### config.mk
export PLATFORM = sky130hd
export DESIGN_NAME = roulette_wheel_selector
export DESIGN_NICKNAME = d
export VERILOG_FILES = /design/src/rtl/core/rws_pkg.sv /design/src/rtl/core/roulette_wheel_selector.sv /design/src/rtl/core/rws_cell.sv /design/src/rtl/core/rws_scan.sv
export SDC_FILE = /design/constraint.sdc
export NUM_CORES = 2
export LEC_CHECK = 0
export BUFFER_PORTS_ARGS = -buffer_cell sky130_fd_sc_hd__buf_2
export CORE_ASPECT_RATIO = 0.75
export CORE_UTILIZATION = 30
export CTS_BUF_LIST = sky130_fd_sc_hd__clkbuf_8
export DETAILED_ROUTE_END_ITERATION = 10
export GPL_TIMING_DRIVEN = 0
export PLACE_DENSITY = 0.5
export SYNTH_ARGS = -nofsm -noshare
export SYNTH_HDL_FRONTEND = slang
export SYNTH_SLANG_ARGS = --single-unit
### constraint.sdc
create_clock -name i_clk -period 7.3 [get_ports i_clk]
set_input_delay 1.46 -clock i_clk [delete_from_list [all_inputs] [get_ports i_clk]]
set_output_delay 1.46 -clock i_clk [all_outputs]
set_load 0.01 [all_outputs]
### src/rtl/core/rws_pkg.sv
// Shared types and constants of the roulette wheel selector.
`default_nettype none

package rws_pkg;

    // Default sizes
    localparam int POP_MAX_DEF    = 64;
    localparam int FIT_WIDTH_DEF  = 16;
    localparam int RAND_WIDTH_DEF = 16;

    // Port field widths
    localparam int OP_FIELD_W   = 2;
    localparam int FIT_FIELD_W  = 16;
    localparam int RAND_FIELD_W = 16;
    localparam int IDX_FIELD_W  = 6;

    // Operation codes
    localparam logic [OP_FIELD_W-1:0] OP_CLEAR = 2'd0;
    localparam logic [OP_FIELD_W-1:0] OP_LOAD  = 2'd1;
    localparam logic [OP_FIELD_W-1:0] OP_DRAW  = 2'd2;

    // Status codes
    localparam logic STATUS_OK    = 1'b0;
    localparam logic STATUS_EMPTY = 1'b1;

    typedef struct packed {
        logic [OP_FIELD_W-1:0]   op;
        logic [FIT_FIELD_W-1:0]  fitness_value;
        logic [RAND_FIELD_W-1:0] rand_frac;
    } t_in_item;

    typedef struct packed {
        logic [IDX_FIELD_W-1:0] selected_index;
        logic                   status;
    } t_out_item;

    // Control from the sequencer to the scan unit
    typedef struct packed {
        logic start;
        logic step;
    } t_scan_ctl;

endpackage

`default_nettype wire

### src/rtl/core/roulette_wheel_selector.sv
// Top level of the roulette wheel selector: cell chain store, scan unit, sequencer.
//
//  channel | direction | handshake                 | payload
//  --------+-----------+---------------------------+---------------------------
//  in      | in        | i_in_valid / o_in_stall   | i_in  (op, fitness, rand)
//  out     | out       | o_out_valid / i_out_stall | o_out (index, status)
//
// Clear and load do not stall the input. A draw on a nonempty store rotates the
// cell chain once around, one entry per cycle, and stalls the input side until its
// result is taken into the output register; a draw on an empty store or zero total skips the walk.
// Reset clears count, total and handshake state; cell contents are not reset.
// A result waits in the sequencer while the output register is stalled.
`default_nettype none

module roulette_wheel_selector #(
    parameter int POP_MAX    = rws_pkg::POP_MAX_DEF,
    parameter int FIT_WIDTH  = rws_pkg::FIT_WIDTH_DEF,
    parameter int RAND_WIDTH = rws_pkg::RAND_WIDTH_DEF
) (
    input  wire logic               i_clk,
    input  wire logic               i_rst_n,
    input  wire logic               i_in_valid,
    output logic                    o_in_stall,
    input  wire rws_pkg::t_in_item  i_in,
    output logic                    o_out_valid,
    input  wire logic               i_out_stall,
    output rws_pkg::t_out_item      o_out
);

    localparam int CNT_W = $clog2(POP_MAX + 1);
    localparam int IDX_W = $clog2(POP_MAX);
    localparam int TOT_W = FIT_WIDTH + IDX_W;

    typedef enum logic [2:0] {
        S_IDLE = 3'b001,
        S_WALK = 3'b010,
        S_DONE = 3'b100
    } t_state;

    t_state             r_state;
    logic [CNT_W-1:0]   r_count;
    logic [TOT_W-1:0]   r_total;
    logic [CNT_W-1:0]   r_j;
    logic               r_empty;
    logic               r_out_valid;
    rws_pkg::t_out_item r_out;

    logic [FIT_WIDTH-1:0]  w_fit;
    logic [RAND_WIDTH-1:0] w_rand;
    logic                  w_accept;
    logic                  w_load_ok;
    logic                  w_draw;
    logic                  w_draw_empty;
    logic                  w_shift;
    logic                  w_out_free;
    logic                  w_found;
    logic [IDX_W-1:0]      w_pick;
    logic [IDX_W-1:0]      w_res_idx;
    rws_pkg::t_scan_ctl    w_ctl;
    logic [FIT_WIDTH-1:0]  w_cell_fit [POP_MAX];

    assign w_fit        = FIT_WIDTH'(i_in.fitness_value);
    assign w_rand       = RAND_WIDTH'(i_in.rand_frac);
    assign w_accept     = i_in_valid && (r_state == S_IDLE);
    assign w_load_ok    = w_accept && (i_in.op == rws_pkg::OP_LOAD)
                          && (r_count < CNT_W'(POP_MAX));
    assign w_draw       = w_accept && (i_in.op == rws_pkg::OP_DRAW);
    assign w_draw_empty = (r_count == '0) || (r_total == '0);
    assign w_shift      = (r_state == S_WALK) && (r_j < CNT_W'(POP_MAX));
    assign w_out_free   = !r_out_valid || !i_out_stall;

    assign w_ctl.start = w_draw && !w_draw_empty;
    assign w_ctl.step  = (r_state == S_WALK) && (r_j < r_count);

    // Store: a ring of cells, head at cell 0; one full turn restores load order
    for (genvar k = 0; k < POP_MAX; k++) begin : g_cell
        rws_cell #(
            .FIT_WIDTH (FIT_WIDTH)
        ) u_cell (
            .i_clk        (i_clk),
            .i_wr         (w_load_ok && (r_count == CNT_W'(k))),
            .i_wr_data    (w_fit),
            .i_shift      (w_shift),
            .i_shift_data (w_cell_fit[(k + 1) % POP_MAX]),
            .o_fit        (w_cell_fit[k])
        );
    end

    rws_scan #(
        .POP_MAX    (POP_MAX),
        .FIT_WIDTH  (FIT_WIDTH),
        .RAND_WIDTH (RAND_WIDTH)
    ) u_scan (
        .i_clk   (i_clk),
        .i_rst_n (i_rst_n),
        .i_ctl   (w_ctl),
        .i_rand  (w_rand),
        .i_total (r_total),
        .i_head  (w_cell_fit[0]),
        .i_idx   (r_j[IDX_W-1:0]),
        .o_found (w_found),
        .o_pick  (w_pick)
    );

    always_comb begin
        if (r_empty) begin
            w_res_idx = '0;
        end else if (w_found) begin
            w_res_idx = w_pick;
        end else begin
            w_res_idx = IDX_W'(r_count - 1'b1);
        end
    end

    always_ff @(posedge i_clk) begin
        if (!i_rst_n) begin
            r_state     <= S_IDLE;
            r_count     <= '0;
            r_total     <= '0;
            r_j         <= '0;
            r_empty     <= 1'b0;
            r_out_valid <= 1'b0;
        end else begin
            if ((r_state == S_DONE) && w_out_free) begin
                r_out_valid <= 1'b1;
            end else if (r_out_valid && !i_out_stall) begin
                r_out_valid <= 1'b0;
            end
            unique case (r_state)
                S_IDLE: begin
                    if (w_accept) begin
                        case (i_in.op)
                            rws_pkg::OP_CLEAR: begin
                                r_count <= '0;
                                r_total <= '0;
                            end
                            rws_pkg::OP_LOAD: begin
                                if (w_load_ok) begin
                                    r_count <= r_count + 1'b1;
                                    r_total <= r_total + TOT_W'(w_fit);
                                end
                            end
                            rws_pkg::OP_DRAW: begin
                                r_empty <= w_draw_empty;
                                r_j     <= '0;
                                r_state <= w_draw_empty ? S_DONE : S_WALK;
                            end
                            default: ;
                        endcase
                    end
                end
                S_WALK: begin
                    // the pass at r_j == POP_MAX, which does not shift, lets the last compare land
                    if (w_shift) begin
                        r_j <= r_j + 1'b1;
                    end else begin
                        r_state <= S_DONE;
                    end
                end
                S_DONE: begin
                    if (w_out_free) begin
                        r_state <= S_IDLE;
                    end
                end
                default: r_state <= S_IDLE;
            endcase
        end
    end

    always_ff @(posedge i_clk) begin
        if ((r_state == S_DONE) && w_out_free) begin
            r_out.selected_index <= rws_pkg::IDX_FIELD_W'(w_res_idx);
            r_out.status         <= r_empty ? rws_pkg::STATUS_EMPTY : rws_pkg::STATUS_OK;
        end
    end

    assign o_in_stall  = (r_state != S_IDLE);
    assign o_out_valid = r_out_valid;
    assign o_out       = r_out;

    a_count_bound: assert property (@(posedge i_clk) disable iff (!i_rst_n)
        r_count <= CNT_W'(POP_MAX))
        else $error("population count exceeds capacity");

    a_empty_total: assert property (@(posedge i_clk) disable iff (!i_rst_n)
        (r_count == '0) |-> (r_total == '0))
        else $error("nonzero total with empty store");

    a_found_on_nonempty: assert property (@(posedge i_clk) disable iff (!i_rst_n)
        ((r_state == S_DONE) && !r_empty) |-> w_found)
        else $error("walk ended without a selection on nonzero total");

    a_result_from_done: assert property (@(posedge i_clk) disable iff (!i_rst_n)
        $rose(r_out_valid) |-> $past(r_state == S_DONE))
        else $error("result transaction without a finished draw");

endmodule

`default_nettype wire

### src/rtl/core/rws_cell.sv
// One store cell: holds one fitness entry, loads by address, rotates with its neighbor.
`default_nettype none

module rws_cell #(
    parameter int FIT_WIDTH = rws_pkg::FIT_WIDTH_DEF
) (
    input  wire logic                 i_clk,
    input  wire logic                 i_wr,
    input  wire logic [FIT_WIDTH-1:0] i_wr_data,
    input  wire logic                 i_shift,
    input  wire logic [FIT_WIDTH-1:0] i_shift_data,
    output logic      [FIT_WIDTH-1:0] o_fit
);

    logic [FIT_WIDTH-1:0] r_fit;

    always_ff @(posedge i_clk) begin
        if (i_wr) begin
            r_fit <= i_wr_data;
        end else if (i_shift) begin
            r_fit <= i_shift_data;
        end
    end

    assign o_fit = r_fit;

endmodule

`default_nettype wire

### src/rtl/core/rws_scan.sv
// Scan unit: running cumulative sum and exact wheel compare against r * total.
`default_nettype none

module rws_scan #(
    parameter int POP_MAX    = rws_pkg::POP_MAX_DEF,
    parameter int FIT_WIDTH  = rws_pkg::FIT_WIDTH_DEF,
    parameter int RAND_WIDTH = rws_pkg::RAND_WIDTH_DEF
) (
    input  wire logic                                   i_clk,
    input  wire logic                                   i_rst_n,
    input  wire rws_pkg::t_scan_ctl                     i_ctl,
    input  wire logic [RAND_WIDTH-1:0]                  i_rand,
    input  wire logic [FIT_WIDTH+$clog2(POP_MAX)-1:0]   i_total,
    input  wire logic [FIT_WIDTH-1:0]                   i_head,
    input  wire logic [$clog2(POP_MAX)-1:0]             i_idx,
    output logic                                        o_found,
    output logic      [$clog2(POP_MAX)-1:0]             o_pick
);

    localparam int IDX_W  = $clog2(POP_MAX);
    localparam int TOT_W  = FIT_WIDTH + IDX_W;
    localparam int PROD_W = RAND_WIDTH + TOT_W;

    logic [PROD_W-1:0] r_prod;
    logic [TOT_W-1:0]  r_cum;
    logic              r_chk;
    logic [IDX_W-1:0]  r_chk_idx;
    logic              r_found;
    logic [IDX_W-1:0]  r_pick;

    logic [PROD_W:0]   w_lhs;
    logic [PROD_W:0]   w_rhs;
    logic              w_hit;

    // r * total <= cum * (2^RW - 1)  <=>  r * total + cum <= cum << RW
    assign w_lhs = (PROD_W+1)'(r_prod) + (PROD_W+1)'(r_cum);
    assign w_rhs = (PROD_W+1)'({r_cum, {RAND_WIDTH{1'b0}}});
    assign w_hit = r_chk && !r_found && (w_lhs <= w_rhs);

    always_ff @(posedge i_clk) begin
        if (!i_rst_n) begin
            r_chk   <= 1'b0;
            r_found <= 1'b0;
        end else if (i_ctl.start) begin
            r_chk   <= 1'b0;
            r_found <= 1'b0;
        end else begin
            r_chk <= i_ctl.step;
            if (w_hit) begin
                r_found <= 1'b1;
            end
        end
    end

    always_ff @(posedge i_clk) begin
        r_chk_idx <= i_idx;
        if (i_ctl.start) begin
            r_prod <= i_rand * i_total;
            r_cum  <= '0;
        end else if (i_ctl.step) begin
            r_cum <= r_cum + TOT_W'(i_head);
        end
        if (w_hit) begin
            r_pick <= r_chk_idx;
        end
    end

    assign o_found = r_found;
    assign o_pick  = r_pick;

endmodule

`default_nettype wire
; ---- Yosys cells after proc, flatten, opt, wreduce, memory -nomap -nowiden
; Cells that the tools add are included.
; Widths: inputs -> output; s select.
[totals]
reg_bits = 1146
output_inout_bits = 9
[op_classes]
addsub = 6
multipliers = 1
magnitude_cmp = 4
n_eq_ne = 75
mux = 146
bitwise_logic = 1
n_reduce_logical = 156
[op_table]
columns = operator, count
row1 = $mux 16, 128
row2 = $eq 7x6->1 const B, 32
row3 = $reduce_bool 2->1, 67
row4 = $eq 7x5->1 const B, 16
row5 = $logic_and 1x1->1, 75
row6 = $eq 7x4->1 const B, 8
row7 = $add 22x16->22, 2
row8 = $pmux 22 s2, 1
row9 = $add 38x22->39, 1
row10 = $le 39x38->1, 1
row11 = $mul 16x22->38, 1
row12 = $eq 7x3->1 const B, 4
row13 = $mux 7, 4
row14 = $pmux 7 s2, 2
row15 = $logic_not 22->1, 1
row16 = $mux 22, 1
row17 = $mux 3, 5
row18 = $add 7x1->7 const B, 2
row19 = $eq 7x2->1 const B, 2
row20 = $lt 7x7->1 const B, 2
row21 = $reduce_and 4->1, 3
row22 = $pmux 3 s3, 1
row23 = $ne 2x2->1 const B, 4
row24 = $eq 7x1->1 const B, 1
row25 = 18 further kinds, 25

; ---- Logic depth before layout (Yosys ltp)
[logic_depth]
depth_word = 6
depth_mapped = 24

; ---- By module
; Synthesis repeated with hierarchy kept, for this count alone.
[hier_totals]
cells_unflattened = 4536
hier_area_um2 = 66726.5
[by_module_without_submodules]
columns = mod, n_inst, cells_each, area_each_um2, seq_area_each_um2
row1 = rws_cell, 64, 35, 732.0, 480.5
row2 = rws_scan, 1, 1826, 16354.4, 1921.8
row3 = roulette_wheel_selector, 1, 470, 3527.1, 1031.0

; ---- Worst setup path after synthesis
; Ideal clock, no wire load.
[synth_timing]
path_type = input to register
startpoint = in i_in[1] (netlist bit)
endpoint = reg u_scan.r_prod[27], data pin
setup_ps = 262
t_arrival_ps = 7005
t_required_ps = 7038
slack_ps = 33
path_stages = 23
cell_sequence = clkbuf_1 nand2_1 fa_1 inv_1 fa_1 inv_1 fa_1 inv_1 fa_1 inv_1 fa_1 inv_1 fa_1 ha_1 a21o_1 a21o_1 a221oi_1 a21oi_1 o21ai_0 nand2b_1 a211oi_1 a21oi_1 xor2_1
[synth_between]
elab_chain_len = 1
[synth_lines]
columns = item, line_no
row1 = "start, declared", roulette_wheel_selector.sv:24  ; input wire rws_pkg::t_in_item i_in,
row2 = $mul 16x22->38, rws_scan.sv:58  ; r_prod <= i_rand * i_total;
row3 = "end signal, assigned", rws_scan.sv:58
row4 = "end, declared", rws_scan.sv:24  ; logic [PROD_W-1:0] r_prod;
; No other way between the ends.
; A chain may end at the register's enable or synchronous reset.

; ---- Final worst setup path
[layout_timing]
startpoint = in i_in[13] (netlist bit)
endpoint = reg u_scan.r_prod[36], data pin
; The elaborated chain is that of the path after synthesis.

==> impl_summary.md <==
Pwr
The switching power total is 3.77 mW. The share of total power dissipated in the clock network is 0.386. Of the total power, combinational logic draws 0.107. The switching part of the total power is 0.265. In this run the power density over the cells is 195 nW/um2.

The highest ir drop seen on vdd is 0.000149 V. The part of the power in registers is 0.508. The total internal power is 10.4 mW. The reported leakage power is 28.3 nW.

Setup path
The slowest cell on the critical path is fa_1. The most frequent cell on the critical path is fa_1. Data on the critical path arrives at its endpoint at 7970 ps. The signal on the critical path passes through buf_2 > clkbuf_1 > and2_1 > fa_1 > inv_1 > fa_1 > fa_1 > inv_1 > fa_1 > fa_1 > inv_1 > fa_1 > inv_1 > ha_1 > and4_1 > nor3b_4 > and3_2 > o211a_4 > nor2_2 > a21oi_1 > a41o_1 > o211ai_1 > xnor2_2. For flop-to-flop paths, the worst setup slack is 110 ps. STA classifies the critical path endpoint as a flip-flop. The startpoint identified for the worst register-to-register timing path is r_total[0]$_SDFFE_PN0P_. The worst setup path is launched from an input pin. Along the worst path, the maximum fanout reaches 10. The worst register-to-register path ends at u_scan.r_prod[36]$_DFFE_PP_.

The number of cells traversed by the worst register-to-register path is 21. STA puts the critical path data required time at 8020 ps. The delay of the slowest cell on the worst path is 590 ps. The setup path with the least slack is of type in2reg.

Floorplan
For this design the top-level I/O count stands at 47. The effective utilization at floorplan is 0.303. The area of the core region is 215000 um2.

The die width is 540 um. The die area is 219000 um2. In this run the vertical extent of the chip is 405 um. The standard-cell row count is 147.

STA
Setup violations remaining at the end of the flow were counted as 0. The clock skew is 79.1 ps. In the finished design, the share of the clock period the worst path needs comes to 0.993. The total count of hold-check failures in the final report is 0.

Subtracting the final worst setup slack from the clock period gives 7250 ps. The total negative setup slack is 0 ps. For this run, the top clock speed supported by timing is 0.138 GHz. The minimum setup slack in the final design is 50.5 ps. At the pin with the least slew margin, the transition time is 1270 ps. Headroom to the max-slew limit came out at 0.151. The max-slew violation count was 0.

Setup repair after global routing could not meet its margin everywhere.

Finish
The final layout contains 5347 nets. The library cell used most frequently in the layout, excluding fill and tap cells, is edfxtp_1. Leaving out fill and tap cells, the most frequent cells in the layout are 1075 x edfxtp_1, 762 x mux2_2, 417 x inv_1, 352 x nand2_1, 280 x fa_1. The post-layout instance area is 72700 um2.

Compared with the post-synthesis result, the final layout area differs by 11.6%. The ratio of cells with drive above 1 in the final layout is 0.309.

Clock network
In this run, CTS created clock tree buffers numbering 189. The worst-case clock buffer depth is 3. The CTS tree is yes. The number of H-tree levels is 4. At the later pin of the worst-skew pair, clock insertion delay measures 930 ps.

The TritonCTS sink count is 1146. The tree is rooted in a clkbuf_8. Clock-pin slew was measured on the worst setup and hold paths at 70 ps.

GRT
The initial antenna violation count is 25. The number of global-route vias before repair is 36968. After global routing the overflow that remains totals 0. The overall fraction of global-route tracks in use is 0.152. The pin count of the biggest net entering global routing is 39. The global-route wire length before repair is 249000 um.

Drt
For this run, the detailed router's first-pass iteration total came to 5. The average detailed-routed wire length per instance is 21.2 um. The total length of routed wires is 166000 um.

The number of vias after detailed routing is 36762. After detailed routing, the number of remaining DRC violations is 0. The post-detailed-route via-to-cell ratio is 4.71. The number of routed nets with antenna violations is 0. The number of DRC markers in iteration 0 is 2736.

Synth
The net count after synthesis is 5114. For this run, the leading register cell type out of synthesis is edfxtp_1. The number of different library cells used by synthesis comes to 89. The post-synth design cell area is 65100 um2.

The synthesized design contains 1146 register bits. The Yosys step of the flow raised 0 warnings. The fraction of synthesized cell area taken by the top area cell type is 0.496. The sequential fraction of the synthesis area is 0.518.

The synthesized design spends more area on one cell type than any other, namely edfxtp_1. By area the synthesized netlist is led by edfxtp_1 50%, mux2_2 13%, fa_1 8.6%. The number of enable flip-flop cells after synthesis is 1075.

After technology mapping, the gate count stands at 4597. Counting flops with an async set or reset pin after synthesis yields a share of 0. The average instance in the mapped netlist occupies 14.2 um2.

Run
The number of max-capacitance violations reported is 0.

Hold path
The beginning of the worst hold path is u_scan.r_chk_idx[5]$_DFF_P_. The path with the worst hold slack has its endpoint at u_scan.o_pick[5]$_DFFE_PP_. The worst hold path cell count is 0. The path class of the lowest-slack min-delay path is reg2reg.

Status
The run finished with clean final reports.

Placed design
The number of port buffers is 46. After legalization and detailed placement, the total HPWL measured 121000 um. The final weighted congestion in routability-driven placement is 0.844. The pre-CTS setup slack is -1730 ps.

After detailed placement, the total cell area comes to 68900 um2.
[flip-flops by register name, indices dropped and copies added (netlist names)]
name	cells
u_scan.r_chk_idx	6
r_empty	1
r_count	7
o_out_valid	1
r_state	3
u_scan.o_pick	6
u_scan.o_found	1
r_total	22
r_j	7
u_scan.r_chk	1
u_scan.r_cum	22
o_out	7
u_scan.r_prod	38
g_cell.u_cell.o_fit	1024
[how the worst max path moves through the flow]
stage | startpoint | end | slack [ps] | cells past startpoint
after floorplan | i_in[1] | u_scan.r_prod[27]$_DFFE_PP_ | 30 | 23
after global placement | i_in[4] | u_scan.r_prod[36]$_DFFE_PP_ | -1720 | 24
after detailed placement | i_in[2] | u_scan.r_prod[35]$_DFFE_PP_ | -1730 | 21
after CTS | r_total[10]$_SDFFE_PN0P_ | u_scan.r_prod[37]$_DFFE_PP_ | 6 | 24
after global routing | r_total[19]$_SDFFE_PN0P_ | u_scan.r_prod[36]$_DFFE_PP_ | -90 | 23
final | i_in[13] | u_scan.r_prod[36]$_DFFE_PP_ | 50 | 23
[final cells by class]
cell class                      count  area [um2]
Antenna cell                       15        37.5
Multi-Input combinational cell   2792       28600
Timing Repair Buffer               48         258
Inverter                          368        1380
Clock inverter                    130         801
Sequential cell                  1146       33700
Buffer                            285        1700
Fill cell                       21040      142000
Tap cell                         2831        3540
Clock buffer                      196        2700
[power groups by stage]
stage          clock network [mW]  registers [mW]  logic (mW)
4_1_cts                      5.65            7.21        1.51
5_1_grt                      5.93            7.21        1.70
2_1_floorplan                   0            7.31        1.04
6_report                     5.48            7.21        1.52
3_3_place_gp                    0            7.35        1.48
3_5_place_dp                    0            7.35        1.49
[critical path, delay by kind of cell]
kind | cells | cell delay, ps
AND/OR/NAND/NOR | 5 | 1170
adder cells (fa/ha/maj) | 7 | 3490
XOR/XNOR | 1 | 330
AO/OA/AOI/OAI | 4 | 860
buffers and inverters | 6 | 630
[synth_stat cells, types with 10 or more instances]
library cell,n
inv_1,366
ha_1,198
o21ai_0,40
edfxtp_1,1075
a21o_1,42
a22oi_1,14
buf_1,34
nand2_2,24
xor2_1,26
nand4_1,25
dfxtp_1,71
nand2_1,352
fa_1,281
and2_1,156
mux2_4,244
nor2_1,118
dlygate4sd1_1,10
and3_1,27
buf_6,36
a211oi_1,15
nand3_1,29
xnor2_1,71
or3_1,10
mux2_1,19
nand2b_1,12
nor3_1,21
nand2_8,30
mux2_2,762
nand2_4,10
clkbuf_1,174
a21oi_1,80
clkbuf_2,15
nor2b_1,28
o21a_1,23
[layer usage]
layer  track usage  wire length, um  part of all wire
met3        0.0412            13200             0.080
met2         0.199            63400              0.38
met5             0               29           0.00018
met1         0.237            85500              0.52
met4        0.0431             3520             0.021
[logic make-up (layout without fill, tap and decap cells)]
logic type	count (synthesis)	after routing	synth area share
fa+ha+maj	479	479	0.124
other cells	0	15	0
xor+xnor	97	97	0.0130
mux	1031	1031	0.192
buf+inv	659	1027	0.0458
flops	1146	1146	0.518
simple gates	883	883	0.0747
compound gates	302	302	0.0321
[repair_timing]
action,4_1_cts,5_1_grt
resized for setup,66,83
hold buffers,0,0
endpoints found under the setup margin,18,15
endpoints found under the hold margin,0,0
buffers inserted,0,1
pin swaps,0,4
[stage by stage]
step	util	std cells	hold slack [ps]	power, mW
floorplan	-	4597	374	8.35
global placement	0.321	7474	389	8.83
detailed placement	0.321	7475	389	8.84
CTS	0.338	7795	386	14.4
finish	0.338	7811	388	14.2
global route	0.338	7799	399	14.8
Power figures use the tool's default switching activity.
